<file path="src/hdl/bpa_pkg.sv">
// Shared types, codes and constants of the buffer pool allocator.
// Depends on nothing; every other file of the block imports it.

package bpa_pkg;

   localparam int MAX_BUFFERS = 32;
   localparam int IDX_W       = 5;
   localparam int CNT_W       = 6;
   localparam int ADDR_W      = 32;
   localparam int SIZE_W      = 21;
   localparam int CSR_W       = 32;
   localparam int CSR_IDX_W   = 2;
   localparam int REQ_DATA_W  = 32;
   localparam int RSP_DATA_W  = 48;

   // request kinds
   localparam logic [1:0] ACT_ALLOC  = 2'd0;
   localparam logic [1:0] ACT_RETURN = 2'd1;
   localparam logic [1:0] ACT_QUERY  = 2'd2;

   // result status codes
   localparam logic [1:0] ST_OK         = 2'd0;
   localparam logic [1:0] ST_NONE_FREE  = 2'd1;
   localparam logic [1:0] ST_WRONG_POOL = 2'd2;

   // register indexes
   localparam logic [CSR_IDX_W-1:0] CSR_BASE  = 2'd0;
   localparam logic [CSR_IDX_W-1:0] CSR_SIZE  = 2'd1;
   localparam logic [CSR_IDX_W-1:0] CSR_LIMIT = 2'd2;

   // register reset values
   localparam logic [ADDR_W-1:0] BASE_RESET  = 32'd0;
   localparam logic [SIZE_W-1:0] SIZE_RESET  = 21'd512;
   localparam logic [CNT_W-1:0]  LIMIT_RESET = 6'd0;

   typedef struct packed {
      logic start;   // capture a new item and rewind the scan
      logic step;    // examine one buffer and advance
      logic load;    // move the result into the output register
   } dp_cmd_type;

   typedef struct packed {
      logic pool_empty;  // pool holds no buffers
      logic last;        // scan sits on the last buffer of the pool
      logic stop;        // allocate found a free buffer this cycle
   } dp_stat_type;

   // clamp the configured count to the pool's capacity
   function automatic logic [CNT_W-1:0] pool_count(input logic [CNT_W-1:0] limit);
      pool_count = (limit > CNT_W'(MAX_BUFFERS)) ? CNT_W'(MAX_BUFFERS) : limit;
   endfunction

endpackage

</file>
<file path="src/hdl/bpa_ctrl.sv">
// Controller state machine of the buffer pool allocator.
// Depends on bpa_pkg; drives bpa_dp through command and status structs.

module bpa_ctrl import bpa_pkg::*; (
   input  logic        clock,
   input  logic        reset,
   input  logic        req_tvalid,
   output logic        req_tready,
   input  logic [1:0]  req_action,
   output logic        rsp_tvalid,
   input  logic        rsp_tready,
   input  dp_stat_type stat,
   output dp_cmd_type  cmd
);

   typedef enum logic [1:0] {
      S_IDLE,
      S_SCAN,
      S_FINISH
   } state_type;

   state_type state_ff;
   logic      rsp_valid_ff;

   always_comb begin
      cmd.start = (state_ff == S_IDLE) && req_tvalid;
      cmd.step  = (state_ff == S_SCAN);
      cmd.load  = (state_ff == S_FINISH) && (!rsp_valid_ff || rsp_tready);
   end

   assign req_tready = (state_ff == S_IDLE);
   assign rsp_tvalid = rsp_valid_ff;

   always_ff @(posedge clock) begin
      if (reset) begin
         state_ff     <= S_IDLE;
         rsp_valid_ff <= 1'b0;
      end else begin
         if (cmd.load) begin
            rsp_valid_ff <= 1'b1;
         end else if (rsp_tready) begin
            rsp_valid_ff <= 1'b0;
         end
         case (state_ff)
            S_IDLE: begin
               if (req_tvalid) begin
                  if ((req_action inside {ACT_ALLOC, ACT_RETURN}) && !stat.pool_empty) begin
                     state_ff <= S_SCAN;
                  end else begin
                     state_ff <= S_FINISH;
                  end
               end
            end
            S_SCAN: begin
               if (stat.stop || stat.last) begin
                  state_ff <= S_FINISH;
               end
            end
            S_FINISH: begin
               if (cmd.load) begin
                  state_ff <= S_IDLE;
               end
            end
            default: begin
               state_ff <= S_IDLE;
            end
         endcase
      end
   end

endmodule

</file>
<file path="src/hdl/bpa_dp.sv">
// Datapath of the buffer pool allocator: registers, in-use marks, scan
// address, free counter and output register. Depends on bpa_pkg.

module bpa_dp import bpa_pkg::*; (
   input  logic                 clock,
   input  logic                 reset,
   input  logic                 csr_we,
   input  logic [CSR_IDX_W-1:0] csr_index,
   input  logic [CSR_W-1:0]     csr_wdata,
   input  logic [1:0]           req_action,
   input  logic [ADDR_W-1:0]    req_address,
   input  dp_cmd_type           cmd,
   output dp_stat_type          stat,
   output logic [1:0]           rsp_status,
   output logic [ADDR_W-1:0]    rsp_address,
   output logic [IDX_W-1:0]     rsp_index,
   output logic [CNT_W-1:0]     rsp_free
);

   logic [ADDR_W-1:0]      base_ff;
   logic [SIZE_W-1:0]      size_ff;
   logic [CNT_W-1:0]       limit_ff;
   logic [MAX_BUFFERS-1:0] marks_ff;
   logic [CNT_W-1:0]       free_ff;

   logic [1:0]             act_ff;
   logic [ADDR_W-1:0]      ret_ff;
   logic [IDX_W-1:0]       idx_ff;
   logic [ADDR_W-1:0]      cur_ff;
   logic                   hit_ff;
   logic [1:0]             res_status_ff;
   logic [ADDR_W-1:0]      res_address_ff;
   logic [IDX_W-1:0]       res_index_ff;

   logic [1:0]             out_status_ff;
   logic [ADDR_W-1:0]      out_address_ff;
   logic [IDX_W-1:0]       out_index_ff;
   logic [CNT_W-1:0]       out_free_ff;

   logic [CNT_W-1:0]       count;
   logic                   free_here;
   logic                   match;

   assign count     = pool_count(limit_ff);
   assign free_here = !marks_ff[idx_ff];
   assign match     = (cur_ff == ret_ff);

   always_comb begin
      stat.pool_empty = (count == '0);
      stat.last       = ((CNT_W'(idx_ff) + CNT_W'(1)) == count);
      stat.stop       = (act_ff == ACT_ALLOC) && free_here;
   end

   // configuration registers
   always_ff @(posedge clock) begin
      if (reset) begin
         base_ff  <= BASE_RESET;
         size_ff  <= SIZE_RESET;
         limit_ff <= LIMIT_RESET;
      end else if (csr_we) begin
         case (csr_index)
            CSR_BASE:  base_ff  <= csr_wdata[ADDR_W-1:0];
            CSR_SIZE:  size_ff  <= csr_wdata[SIZE_W-1:0];
            CSR_LIMIT: limit_ff <= csr_wdata[CNT_W-1:0];
            default: ;
         endcase
      end
   end

   // in-use marks and free counter; any known register write frees the pool
   always_ff @(posedge clock) begin
      if (reset) begin
         marks_ff <= '0;
         free_ff  <= pool_count(LIMIT_RESET);
      end else if (csr_we && (csr_index inside {CSR_BASE, CSR_SIZE, CSR_LIMIT})) begin
         marks_ff <= '0;
         if (csr_index == CSR_LIMIT) begin
            free_ff <= pool_count(csr_wdata[CNT_W-1:0]);
         end else begin
            free_ff <= count;
         end
      end else if (cmd.step) begin
         case (act_ff)
            ACT_ALLOC: begin
               if (free_here) begin
                  marks_ff[idx_ff] <= 1'b1;
                  free_ff          <= free_ff - CNT_W'(1);
               end
            end
            ACT_RETURN: begin
               if (match) begin
                  marks_ff[idx_ff] <= 1'b0;
                  if (!free_here) begin
                     free_ff <= free_ff + CNT_W'(1);
                  end
               end
            end
            default: ;
         endcase
      end
   end

   // scan state and result being built
   always_ff @(posedge clock) begin
      if (cmd.start) begin
         act_ff         <= req_action;
         ret_ff         <= req_address;
         idx_ff         <= '0;
         cur_ff         <= base_ff;
         hit_ff         <= 1'b0;
         res_address_ff <= '0;
         res_index_ff   <= '0;
         case (req_action)
            ACT_ALLOC:  res_status_ff <= ST_NONE_FREE;
            ACT_RETURN: res_status_ff <= ST_WRONG_POOL;
            default:    res_status_ff <= ST_OK;
         endcase
      end else if (cmd.step) begin
         idx_ff <= idx_ff + IDX_W'(1);
         cur_ff <= cur_ff + ADDR_W'(size_ff);
         case (act_ff)
            ACT_ALLOC: begin
               if (free_here) begin
                  res_status_ff  <= ST_OK;
                  res_address_ff <= cur_ff;
                  res_index_ff   <= idx_ff;
               end
            end
            ACT_RETURN: begin
               if (match) begin
                  hit_ff <= 1'b1;
                  if (!hit_ff) begin
                     res_status_ff <= ST_OK;
                     res_index_ff  <= idx_ff;
                  end
               end
            end
            default: ;
         endcase
      end
   end

   // output register
   always_ff @(posedge clock) begin
      if (cmd.load) begin
         out_status_ff  <= res_status_ff;
         out_address_ff <= res_address_ff;
         out_index_ff   <= res_index_ff;
         out_free_ff    <= free_ff;
      end
   end

   assign rsp_status  = out_status_ff;
   assign rsp_address = out_address_ff;
   assign rsp_index   = out_index_ff;
   assign rsp_free    = out_free_ff;

endmodule

</file>
<file path="src/hdl/buffer_pool_allocator.sv">
// Top level of the buffer pool allocator: first-fit allocation over a pool
// of equal-sized buffers. Depends on bpa_pkg, bpa_ctrl and bpa_dp.
//
//   channel   direction  signals                        item
//   req       in         req_tvalid/tready/tdata/tuser  one allocate/return/query request
//   rsp       out        rsp_tvalid/tready/tdata/tuser  one result per request
//   csr       in         csr_we/index/wdata             one register write
//
// A query, or any request on an empty pool, skips the scan. An allocate
// scans up to the first free buffer (to the last buffer when none is free);
// a return always scans the whole pool; the single shared address adder
// walks the pool one buffer per cycle.
// Reset clears the registers to their reset values and frees every buffer.
// A result waits in the output register while rsp_tready is low; the next
// request is taken meanwhile and its scan stalls only at its own finish.

module buffer_pool_allocator import bpa_pkg::*; (
   input  logic                  clock,
   input  logic                  reset,
   input  logic                  req_tvalid,
   output logic                  req_tready,
   input  logic [REQ_DATA_W-1:0] req_tdata,   // [31:0] return_address
   input  logic [1:0]            req_tuser,   // [1:0] action
   output logic                  rsp_tvalid,
   input  logic                  rsp_tready,
   output logic [RSP_DATA_W-1:0] rsp_tdata,   // [31:0] granted_address, [36:32] buffer_index,
                                              // [42:37] free_count, [47:43] zero
   output logic [1:0]            rsp_tuser,   // [1:0] status
   input  logic                  csr_we,
   input  logic [CSR_IDX_W-1:0]  csr_index,
   input  logic [CSR_W-1:0]      csr_wdata
);

   dp_cmd_type        cmd;
   dp_stat_type       stat;
   logic [ADDR_W-1:0] rsp_address;
   logic [IDX_W-1:0]  rsp_index;
   logic [CNT_W-1:0]  rsp_free;

   // sequence the scan: one buffer per cycle while in the scan state
   bpa_ctrl u_ctrl (
      .clock      (clock),
      .reset      (reset),
      .req_tvalid (req_tvalid),
      .req_tready (req_tready),
      .req_action (req_tuser),
      .rsp_tvalid (rsp_tvalid),
      .rsp_tready (rsp_tready),
      .stat       (stat),
      .cmd        (cmd)
   );

   // hold registers and marks, walk buffer addresses, build the result
   bpa_dp u_dp (
      .clock       (clock),
      .reset       (reset),
      .csr_we      (csr_we),
      .csr_index   (csr_index),
      .csr_wdata   (csr_wdata),
      .req_action  (req_tuser),
      .req_address (req_tdata[ADDR_W-1:0]),
      .cmd         (cmd),
      .stat        (stat),
      .rsp_status  (rsp_tuser),
      .rsp_address (rsp_address),
      .rsp_index   (rsp_index),
      .rsp_free    (rsp_free)
   );

   // pack the result fields, lowest field first, zero-fill to whole bytes
   assign rsp_tdata = {(RSP_DATA_W - ADDR_W - IDX_W - CNT_W)'(0), rsp_free, rsp_index, rsp_address};

   // a taken request blocks the next one until its result is loaded
   a_one_in_flight: assert property (@(posedge clock) disable iff (reset)
      req_tvalid && req_tready |=> !req_tready)
      else $error("request taken while previous one still in progress");

   // a failed allocate means the pool had nothing free, and grants nothing
   a_none_free_empty: assert property (@(posedge clock) disable iff (reset)
      rsp_tvalid && (rsp_tuser == ST_NONE_FREE) |->
         (rsp_tdata[42:37] == '0) && (rsp_tdata[31:0] == '0) && (rsp_tdata[36:32] == '0))
      else $error("none-free result with nonzero level, address or index");

   // the free level never exceeds the pool capacity
   a_free_bound: assert property (@(posedge clock) disable iff (reset)
      rsp_tvalid |-> (rsp_tdata[42:37] <= CNT_W'(MAX_BUFFERS)))
      else $error("free count above pool capacity");

   // only an allocate result carries a granted address; checked on wrong-pool results
   a_grant_only_alloc: assert property (@(posedge clock) disable iff (reset)
      rsp_tvalid && (rsp_tuser == ST_WRONG_POOL) |-> (rsp_tdata[31:0] == '0))
      else $error("wrong-pool result carries an address");

endmodule

</file>
<file path="config.mk">
export PLATFORM = sky130hd
export DESIGN_NAME = buffer_pool_allocator
export DESIGN_NICKNAME = d
export VERILOG_FILES = /design/src/hdl/bpa_pkg.sv /design/src/hdl/bpa_ctrl.sv /design/src/hdl/bpa_dp.sv /design/src/hdl/buffer_pool_allocator.sv
export SDC_FILE = /design/constraint.sdc
export NUM_CORES = 1
export LEC_CHECK = 0
export BUFFER_PORTS_ARGS = -buffer_cell sky130_fd_sc_hd__buf_2
export CAP_MARGIN = 20
export CORE_AREA = 5 5 122 170
export DETAILED_ROUTE_END_ITERATION = 6
export DIE_AREA = 0 0 127 175
export GPL_ROUTABILITY_DRIVEN = 0
export PLACE_DENSITY = 0.85
export SYNTH_ARGS = -nofsm -noshare
export SYNTH_HDL_FRONTEND = slang
export SYNTH_HIERARCHICAL = 1
export SYNTH_SLANG_ARGS = --single-unit
</file>
<file path="constraint.sdc">
create_clock -name clock -period 6.6 [get_ports clock]
set_input_delay 1.65 -clock clock [delete_from_list [all_inputs] [get_ports clock]]
set_output_delay 1.65 -clock clock [all_outputs]
set_load 0.03 [all_outputs]
</file>
==> Implementation_results.wiki, run 1 <==
{| class="wikitable"
! Metric !! Value
|-
| Result of the run || finished clean
|-
| Number of buffers inserted by hold repair at cts || 0
|-
| Yosys top cell area share || 0.290
|-
| Syn_area_per_cell || 10.3 sq um
|-
| Average routed wire per standard cell || 19.2 um
|-
| Cell count after synthesis || 1137
|-
| Max Clk Rate || 298 MHz
|-
| Max-Slew Margin vs Limit || 0.287
|-
| Leading post-synthesis cells by instance count || sky130_fd_sc_hd__nand2_1 (153), sky130_fd_sc_hd__dfxtp_1 (143), sky130_fd_sc_hd__edfxtp_1 (113)
|-
| First-pass GRT wire length || 44500 um
|-
| Number of synthesized register bits || 256
|-
| Largest incremental delay on the critical path || 710 ps
|-
| Share of synthesized registers carrying an async set or reset || 0
|-
| Aggregate negative setup slack || 0 ps
|-
| Ports placed on the boundary || about 130
|-
| Unrepaired setup endpoints after global routing || false
|-
| Classification of the worst-slack hold path || reg2reg
|-
| Hold wc startpoint || u_dp/res_status_ff[0]
|-
| Post-synthesis instance area || ~12000 sq um
|-
| Area delta synth->final || 11.8%
|-
| Max-capacitance violation count || 0
|-
| Count of inserted antenna diode cells || 0
|-
| Final count of negative-setup-slack endpoints || 0
|-
| Remaining antenna violation count || 0
|-
| Crit path arrival time || about 3700 ps
|-
| Sequential share of the synthesized area || 0.535
|-
| Power Dens Cells || about 270 nW/um^2
|-
| Cells on worst reg2reg path || 10
|-
| Number of H-tree branching levels || 1
|-
| Endpoint with the worst hold slack || u_dp/rsp_status[0]
|-
| Library cells used by synthesis || 66
|-
| Chip Height || 175 um
|-
| Max Buffers Root-to-Sink || 3
|-
| Cell at the root of the clock tree || sky130_fd_sc_hd__clkbuf_16
|-
| Startpoint class of the critical path || flop
|-
| Cell mode on critical path || sky130_fd_sc_hd__buf_4
|-
| Clock-pin slew on the worst setup and hold paths || 60 ps
|-
| Critical Path Slowest Stage Cell || sky130_fd_sc_hd__dfxtp_1
|-
| Largest net degree at the start of global routing || 74
|-
| Clock tree from TritonCTS || yes
|-
| Required time of the critical path || 6940 ps
|-
| Die width || about 130 um
|-
| Maximum fanout count along the critical path || 37
|-
| Final-layout worst hold slack || approximately 430 ps
|-
| Most common cell in the synthesized netlist || sky130_fd_sc_hd__nand2_1
|-
| Cell accounting for the most synthesized area || sky130_fd_sc_hd__edfxtp_1
|-
| Crit path capture type || flop
|-
| Grt total ovfl || 0
|-
| Number of clock sinks seen by CTS || 256
|-
| Die Outline Area || 22200 sq um
|-
| Worst R2R Start || u_dp/idx_ff[1]
|-
| Post-Place Cells || 1436
|-
| Final net count || between 1000 and 1500
|-
| Via count || 9163
|-
| Peak VDD IR || roughly 0.26 mV
|-
| Count of flip-flops with a built-in enable after synthesis || 113
|-
| Count of endpoints failing hold in the final timing report || 0
|-
| Worst hold path stage count || 0
|-
| DRC viols || 0
|-
| Setup Crit Path Kind || reg2reg
|-
| Number of global-route vias before repair || 8879
|-
| Leak pwr || 4.95 nW
|-
| Total Routed Length || 28300 um
|-
| Most frequently used flop master after synthesis || sky130_fd_sc_hd__dfxtp_1
|-
| Final count of pins violating max slew || 0
|-
| Input/output buffers || 119
|-
| Fraction of the cycle the final worst path needs || 0.508
|-
| Buffers inserted by post-CTS timing repair || 0
|-
| Ordered list of cells on the worst path || buf_8 -> mux2i_1 -> o221ai_1 -> a22oi_1 -> a22oi_2 -> buf_4 -> nand2_1 -> buf_4 -> and2_0 -> a311oi_1
|-
| Worst skew pair latency || 510 ps
|-
| TritonCTS buffer count || 23
|-
| Final setup skew || roughly 11 ps
|-
| Initial antenna violation count || 0
|-
| Via-per-instance ratio || slightly above 6
|-
| Final Instance Count excl. Fillers || approximately 1500
|-
| Yosys warning count || 6
|-
| DP HPWL || a little under 20000 um
|-
| Overall global routing resource usage || 0.245
|-
| Post-CTS Resized || 0
|-
| Number of DRC markers in iteration 0 || 854
|-
| Transition at the pin with the smallest max-transition slack || roughly 1100 ps
|-
| # rows || 60
|-
| Minimum setup slack among reg-to-reg paths || 3250 ps
|-
| Biggest area contributors in the synthesized netlist || sky130_fd_sc_hd__edfxtp_1 (29%), sky130_fd_sc_hd__dfxtp_1 (24%), sky130_fd_sc_hd__mux2i_1 (5.1%)
|-
| Area of the core region || 19100 sq um
|-
| Length of the first detailed-routing pass in iterations || 6
|-
| Layout cells sized above 1 || 0.146
|-
| Final min period || 3350 ps
|-
| Starting Density || 0.613
|}
metrics by stage:
step                total power [mW]  instance area (sq um)  setup WS, ps  utilization
detailed placement              2.33                  12300          2840        0.647
finish                          3.59                  13100          3250        0.685
CTS                             3.59                  13000          3270        0.684
global route                    3.71                  13100          2980        0.685
global placement                2.31                  12300          2870        0.647
floorplan                       2.18                  11700          2340            -
how the worst max path moves through the flow:
stage | startpoint | endpoint | slack [ps] | cells past startpoint
2_1_floorplan | rsp_tready | u_dp/rsp_address[0] | 2340 | 2
3_3_place_gp | req_tvalid | u_dp/cur_ff[0] | 2870 | 4
3_5_place_dp | req_tvalid | u_dp/cur_ff[12] | 2840 | 6
4_1_cts | u_dp/idx_ff[1] | flop | 3270 | 10
5_1_grt | u_dp/idx_ff[1] | flop | 2980 | 10
6_report | u_dp/idx_ff[1] | flop | 3250 | 10
power breakdown:
group          leakage, nW  internal (mW)  switching (mW)  total (mW)
sequential            2.25           1.76          0.0768        1.84
clock                0.348          0.722           0.556        1.28
combinational         2.35          0.168           0.302       0.470
total                 4.95           2.65           0.934        3.59
worst max-delay path, delay by kind of cell (launching register included):
| kind | cells | cell delay [ps] |
|---|---|---|
| flip-flops | 1 | 710 |
| multiplexers | 1 | 210 |
| AND/OR/NAND/NOR | 2 | 540 |
| buffers and inverters | 3 | 930 |
| AO/OA/AOI/OAI | 4 | 760 |
cells in the final DEF (no fill, tap or decap), drive strengths merged, types with 10 or more instances in the layout:
cell	instances
nand2b	12
a311oi	36
xnor2	45
buf	128
nand3	25
ha	29
nor3	17
mux2i	59
nand2	153
nor2	68
a21oi	83
inv	19
dfxtp	143
xor2	15
o21ai	35
nand4	20
a31oi	48
edfxtp	113
clkbuf	31
nor3b	10
cell families (layout without fill, tap and decap cells):
group,Yosys count,count (layout),share of synthesized area
AOI/OAI and AO/OA,261,261,0.145
xor gates and xnor gates,60,60,0.0450
adders and majority gates,31,31,0.0345
buffers and inverters,99,188,0.0361
DFF,256,256,0.535
muxes,61,61,0.0525
other,1,5,0.000321
and+or+nand+nor,368,368,0.151
layout make-up:
class	count	area (sq um)
clock buffers	31	606
clock inverters	10	97.6
fillers	1439	6000
inverters	19	71.3
multi-input cells	786	5040
flip-flops and latches	256	6260
well taps	248	310
repair buffers	128	678
metal layers:
layer | vias up | part of all wire | track usage
met1 | 4314 | 0.38 | 0.301
met2 | 456 | 0.51 | 0.437
li1 | 4307 | - | -
met3 | 86 | 0.073 | 0.0303
met5 | - | 0 | 0
met4 | 0 | 0.039 | 0.0962
Power figures use the tool's default switching activity.
==> inputs of run 2 (changes only) <==
--- a/config.mk
+++ b/config.mk
@@ -7,11 +7,11 @@
 export LEC_CHECK = 0
 export BUFFER_PORTS_ARGS = -buffer_cell sky130_fd_sc_hd__buf_2
 export CAP_MARGIN = 20
-export CORE_AREA = 5 5 122 170
+export CORE_AREA = 5 5 125 175
 export DETAILED_ROUTE_END_ITERATION = 6
-export DIE_AREA = 0 0 127 175
+export DIE_AREA = 0 0 130 180
 export GPL_ROUTABILITY_DRIVEN = 0
-export PLACE_DENSITY = 0.85
+export PLACE_DENSITY = 0.81
 export SYNTH_ARGS = -nofsm -noshare
 export SYNTH_HDL_FRONTEND = slang
 export SYNTH_HIERARCHICAL = 1
==> constraint.sdc (replaced) <==
create_clock -name clock -period 3.2 [get_ports clock]
set_input_delay 0.8 -clock clock [delete_from_list [all_inputs] [get_ports clock]]
set_output_delay 0.8 -clock clock [all_outputs]
set_load 0.03 [all_outputs]
==> Implementation_results.wiki, run 2 (synthesis gave the netlist of run 1 again) <==
{| class="wikitable"
! Metric !! Value
|-
| Count of inserted antenna diode cells || 0 (unchanged)
|-
| Max Clk Rate || 335 MHz (+12%)
|-
| Count of filler cells inserted in the layout || 1554 (+8.0%)
|-
| Clock tree from TritonCTS || yes
|-
| Final min period || 2990 ps (-365 ps)
|-
| Die Outline Area || 23400 sq um (+5.3%)
|-
| Area delta synth->final || 14.9%
|-
| Final net count || 1332 (+1.1%)
|-
| Cell at the root of the clock tree || sky130_fd_sc_hd__clkbuf_16
|-
| Remaining antenna violation count || 0 (unchanged)
|-
| Overall global routing resource usage || 0.250 (+0.00467)
|-
| Number of global-route vias before repair || 9381 (+5.7%)
|-
| Result of the run || finished clean
|-
| Chip Height || 180 um (+2.9%)
|-
| Family with the most delay on the worst path || compound AO/OA/AOI/OAI gates
|-
| Most frequent standard cell in the layout excluding fill and tap cells || sky130_fd_sc_hd__nand2_1
|-
| Fraction of the cycle the final worst path needs || 0.934 (+0.426)
|-
| Ordered list of cells on the worst path || ha_1 -> a211oi_1 -> o211ai_1 -> a311oi_1 -> o21ai_0 -> a31oi_1 -> mux2i_1 -> nand2_1
|-
| DRC viols || 0 (unchanged)
|-
| DP HPWL || 20500 um (+4.5%)
|-
| Max-capacitance violation count || 0 (unchanged)
|-
| Final count of negative-setup-slack endpoints || 0 (unchanged)
|-
| Total Routed Length || 29400 um (+4.0%)
|-
| Input/output buffers || 119 (unchanged)
|-
| Power Dens Cells || 604 nW/um^2 (+120%)
|-
| Via count || 9292 (+1.4%)
|-
| Area of the core region || 20200 sq um (+5.8%)
|-
| Final count of pins violating max slew || 0 (unchanged)
|-
| Number of H-tree branching levels || 1 (unchanged)
|-
| Number of clock sinks seen by CTS || 256 (unchanged)
|-
| Setup Crit Path Kind || reg2reg
|-
| # rows || 62 (+3.3%)
|-
| Clock-pin slew on the worst setup and hold paths || 60 ps (about the same)
|-
| Max Buffers Root-to-Sink || 3 (unchanged)
|-
| Leak pwr || 5.11 nW (+3.3%)
|-
| Critical Path Slowest Stage Cell || sky130_fd_sc_hd__a311oi_1
|-
| Classification of the worst-slack hold path || in2reg
|-
| Crit path capture type || flop
|-
| Crit path arrival time || 3280 ps (-420 ps)
|-
| Final setup skew || 15.6 ps (+4.43 ps)
|-
| First-pass GRT wire length || 47200 um (+6.2%)
|-
| Initial antenna violation count || 0 (unchanged)
|-
| Unrepaired setup endpoints after global routing || false
|-
| Aggregate negative setup slack || 0 ps (unchanged)
|-
| Maximum fanout count along the critical path || 4 (-89%)
|-
| Startpoint class of the critical path || flop
|-
| Starting Density || 0.579 (-0.0335)
|-
| Largest net degree at the start of global routing || 66 (-11%)
|-
| Length of the first detailed-routing pass in iterations || 6 (unchanged)
|-
| Peak VDD IR || 0.487 mV (+87%)
|-
| Layout cells sized above 1 || 0.161 (+0.0157)
|-
| Die width || 130 um (+2.4%)
|-
| Required time of the critical path || 3490 ps (-3450 ps)
|-
| Count of endpoints failing hold in the final timing report || 0 (unchanged)
|-
| Worst skew pair latency || 540 ps (+30 ps)
|-
| Max-Slew Margin vs Limit || 0.336 (+0.0487)
|-
| Share of the core filled with cells || 0.666 (-0.0193)
|-
| TritonCTS buffer count || 25 (+8.7%)
|-
| Via-per-instance ratio || 6.18 (-0.28%)
|-
| Buffers inserted by post-CTS timing repair || 0 (unchanged)
|-
| Transition at the pin with the smallest max-transition slack || 988 ps (-72.5 ps)
|-
| Average routed wire per standard cell || 19.6 um (+2.3%)
|-
| Grt total ovfl || 0 (unchanged)
|-
| Largest incremental delay on the critical path || 500 ps (-210 ps)
|-
| Number of DRC markers in iteration 0 || 913 (+6.9%)
|-
| Count of buffering cells on the critical path with inverters included || 0 (-3)
|-
| Ports placed on the boundary || 125 (unchanged)
|-
| Most used cells in the layout excluding fill and tap cells || sky130_fd_sc_hd__nand2_1 (153), sky130_fd_sc_hd__dfxtp_1 (143), sky130_fd_sc_hd__buf_2 (119)
|}
## run 2: path summary, 6_finish.rpt
path,startpoint,endpoint,slack (ps),cells after the start
hold / removal,req_tdata[26],u_dp/ret_ff[26],430,1
setup reg to reg,u_dp/cur_ff[1],u_dp/cur_ff[15],210,8
setup / recovery,u_dp/cur_ff[1],u_dp/cur_ff[15],210,8
hold reg to reg,u_dp/res_address_ff[6],u_dp/rsp_address[6],430,0
## run 2: cell type report
| type | count | area, sq um | area share |
|---|---|---|---|
| Tap cell | 256 | 320 | 0.0239 |
| Clock buffer | 31 | 668 | 0.0498 |
| Inverter | 19 | 71.3 | 0.00531 |
| Sequential cell | 256 | 6260 | 0.466 |
| Timing Repair Buffer | 140 | 791 | 0.0589 |
| Multi-Input combinational cell | 786 | 5050 | 0.376 |
| Clock inverter | 15 | 270 | 0.0201 |
## run 2: stage by stage
stage / worst slack, ps / instance area, sq um / power (mW) / hold WS [ps] / std cells
2_1_floorplan: 310 / 11700 / 4.50 / 400 / 1141
3_3_place_gp: 356 / 12500 / 4.81 / 401 / 1457
3_5_place_dp: 274 / 12500 / 4.84 / 416 / 1457
4_1_cts: 253 / 13400 / 8.13 / 413 / 1503
5_1_grt: 54.6 / 13400 / 8.40 / 411 / 1503
6_report: 211 / 13400 / 8.11 / 430 / 1503
## run 2: timing repair
action | in CTS | in global routing
setup endpoints to repair | 0 | 4
resized for setup | 0 | 1
hold buffers | 0 | 0
## run 2: power by group
group | switching [mW] | internal (mW) | leakage (nW)
registers | 0.151 | 3.63 | 2.25
clock network | 1.25 | 2.06 | 0.447
logic | 0.650 | 0.364 | 2.42
## run 2: worst register-to-register path, stage by stage, from the launching register on
cell and delay [ps]:
sky130_fd_sc_hd__edfxtp_1 490, sky130_fd_sc_hd__ha_1 340, sky130_fd_sc_hd__a211oi_1 350, sky130_fd_sc_hd__o211ai_1 270
sky130_fd_sc_hd__a311oi_1 500, sky130_fd_sc_hd__o21ai_0 200, sky130_fd_sc_hd__a31oi_1 340, sky130_fd_sc_hd__mux2i_1 220
sky130_fd_sc_hd__nand2_1 60
## run 2: metal layers
| layer | share of wire | up-vias | track usage |
|---|---|---|---|
| li1 | - | 4341 | - |
| met5 | 0 | - | 0 |
| met1 | 0.37 | 4400 | 0.294 |
| met3 | 0.068 | 104 | 0.0356 |
| met2 | 0.52 | 447 | 0.448 |
| met4 | 0.043 | 0 | 0.106 |
==> inputs of run 3 (changes only) <==
--- a/config.mk
+++ b/config.mk
@@ -7,11 +7,11 @@
 export LEC_CHECK = 0
 export BUFFER_PORTS_ARGS = -buffer_cell sky130_fd_sc_hd__buf_2
 export CAP_MARGIN = 20
-export CORE_AREA = 5 5 125 175
+export CORE_AREA = 5 5 151 211
 export DETAILED_ROUTE_END_ITERATION = 6
-export DIE_AREA = 0 0 130 180
+export DIE_AREA = 0 0 156 216
 export GPL_ROUTABILITY_DRIVEN = 0
-export PLACE_DENSITY = 0.81
+export PLACE_DENSITY = 0.59
 export SYNTH_ARGS = -nofsm -noshare
 export SYNTH_HDL_FRONTEND = slang
 export SYNTH_HIERARCHICAL = 1
==> Implementation_results.wiki, run 3 (synthesis gave the netlist of run 1 again) <==
{| class="wikitable"
! Metric !! Value
|-
| Post-place setup slack || 356 ps (+82.3 ps)
|-
| Final count of negative-setup-slack endpoints || 0 (unchanged)
|-
| Max-Slew Margin vs Limit || 0.413 (+0.0769)
|-
| Number of buffers inserted by hold repair at cts || 0 (unchanged)
|-
| Hold wc startpoint || u_dp/res_status_ff[0]
|-
| Placed cell area || 12700 sq um (+1.7%)
|-
| Minimum setup slack among reg-to-reg paths || 280 ps (+70 ps)
|-
| Number of DRC markers in iteration 0 || 622 (-32%)
|-
| Post-CTS Resized || 0 (unchanged)
|-
| Aggregate negative setup slack || 0 ps (unchanged)
|-
| TritonCTS buffer count || 27 (+8.0%)
|-
| Cell mode on critical path || sky130_fd_sc_hd__a31oi_1
|-
| Buffers inserted by post-CTS timing repair || 0 (unchanged)
|-
| Area of the core region || 29700 sq um (+47%)
|-
| DP HPWL || 21700 um (+6.3%)
|-
| Fraction of the cycle the final worst path needs || 0.912 (-0.0222)
|-
| Startpoint class of the critical path || flop
|-
| Final min period || 2920 ps (-71.0 ps)
|-
| Peak VDD IR || 0.442 mV (-9.2%)
|-
| Grt total ovfl || 0 (unchanged)
|-
| Post-Place Cells || 1593 (+9.3%)
|-
| Critical Path Slowest Stage Cell || sky130_fd_sc_hd__edfxtp_1
|-
| Number of clock sinks seen by CTS || 256 (unchanged)
|-
| Overall power consumption || 7.82 mW (-3.6%)
|-
| Maximum fanout count along the critical path || 9 (+5)
|-
| Stages on the worst setup path || 8 (unchanged)
|-
| Max-capacitance violation count || 0 (unchanged)
|-
| First-pass GRT wire length || 48200 um (+2.2%)
|-
| Final Instance Count excl. Fillers || 1642 (+9.2%)
|-
| Post-layout worst setup margin || 282 ps (+71.0 ps)
|-
| Family with the most delay on the worst path || simple AND/OR/NAND/NOR gates
|-
| Result of the run || finished clean
|-
| Chip Height || 216 um (+20%)
|-
| Overall global routing resource usage || 0.180 (-0.0696)
|-
| Initial antenna violation count || 0 (unchanged)
|-
| Length of the first detailed-routing pass in iterations || 5 (-1)
|-
| Total Routed Length || 30800 um (+4.8%)
|-
| Crit path capture type || flop
|-
| Worst skew pair latency || 550 ps (about the same)
|-
| Input/output buffers || 119 (unchanged)
|-
| Final count of pins violating max slew || 0 (unchanged)
|-
| Average routed wire per standard cell || 18.8 um (-4.1%)
|-
| Via-per-instance ratio || 5.46 (-12%)
|-
| Final-layout worst hold slack || 423 ps (-7.47 ps)
|-
| Worst hold path stage count || 0 (-1)
|-
| Number of H-tree branching levels || 1 (unchanged)
|-
| Power Dens Cells || 577 nW/um^2 (-4.4%)
|-
| Count of buffering cells on the critical path with inverters included || 0 (unchanged)
|-
| Worst R2R Start || u_dp/cur_ff[14]
|-
| Unrepaired setup endpoints after global routing || false
|-
| Most used cells in the layout excluding fill and tap cells || sky130_fd_sc_hd__nand2_1 (153), sky130_fd_sc_hd__dfxtp_1 (143), sky130_fd_sc_hd__buf_2 (119)
|-
| Required time of the critical path || 3570 ps (+80 ps)
|-
| Die width || 156 um (+20%)
|-
| Die Outline Area || 33700 sq um (+44%)
|-
| Classification of the worst-slack hold path || reg2reg
|-
| Area delta synth->final || 15.9%
|-
| Start point of the critical path || u_dp/cur_ff[14]
|-
| DRC viols || 0 (unchanged)
|-
| Final setup skew || 16.5 ps (+0.898 ps)
|-
| Transition at the pin with the smallest max-transition slack || 881 ps (-108 ps)
|-
| Setup Crit Path Kind || reg2reg
|-
| Remaining antenna violation count || 0 (unchanged)
|-
| Layout cells sized above 1 || 0.168 (+0.00667)
|-
| Ordered list of cells on the worst path || ha_1 -> nand2_1 -> nor3b_1 -> nand3_1 -> a31oi_1 -> a211oi_2 -> or3_1 -> a31oi_1
|-
| Final net count || 1341 (+0.68%)
|-
| Starting Density || 0.393 (-0.187)
|-
| Cell at the root of the clock tree || sky130_fd_sc_hd__clkbuf_16
|-
| Ports placed on the boundary || 125 (unchanged)
|-
| Summed area of non-filler cells in the final layout || 13500 sq um (+0.88%)
|-
| Share of the core filled with cells || 0.455 (-0.210)
|-
| Number of global-route vias before repair || 8773 (-6.5%)
|-
| Clock tree from TritonCTS || yes
|-
| Largest net degree at the start of global routing || 63 (-4.5%)
|-
| Largest incremental delay on the critical path || 490 ps (about the same)
|-
| Leak pwr || 5.13 nW (+0.33%)
|-
| Count of endpoints failing hold in the final timing report || 0 (unchanged)
|-
| Max Buffers Root-to-Sink || 3 (unchanged)
|-
| Max Clk Rate || 343 MHz (+2.4%)
|-
| Crit path arrival time || 3290 ps (about the same)
|-
| # rows || 75 (+21%)
|-
| Cells on worst reg2reg path || 8 (unchanged)
|-
| Most frequent standard cell in the layout excluding fill and tap cells || sky130_fd_sc_hd__nand2_1
|-
| Via count || 8969 (-3.5%)
|-
| Count of inserted antenna diode cells || 0 (unchanged)
|-
| Clock-pin slew on the worst setup and hold paths || 70 ps (about the same)
|}
-- run 3: layer usage --
metal / GRT usage / share of wire / up-vias
met2: 0.324 / 0.52 / 237
met5: 0 / 0 / -
li1: - / - / 4375
met1: 0.218 / 0.40 / 4300
met4: 0.0674 / 0.030 / 0
met3: 0.0228 / 0.048 / 57
-- run 3: layout make-up --
type,count,area (sq um)
sequential,256,6260
inverter,19,71.3
fill,2796,16200
timing repair buffer,147,843
tap,385,482
clock buffer,35,736
clock inverter,14,113
multi-input combinational,786,5040
-- run 3: report_power, final --
| part | total (mW) | switching [mW] | internal, mW |
|---|---|---|---|
| registers | 3.78 | 0.144 | 3.63 |
| logic | 1.03 | 0.661 | 0.372 |
| clock network | 3.01 | 1.30 | 1.71 |
-- run 3: worst paths after layout --
kind / end
worst max-delay path: u_dp/cur_ff[25]
worst min-delay path: u_dp/rsp_status[0]
worst max register to register: u_dp/cur_ff[25]
worst min register to register: u_dp/rsp_status[0]
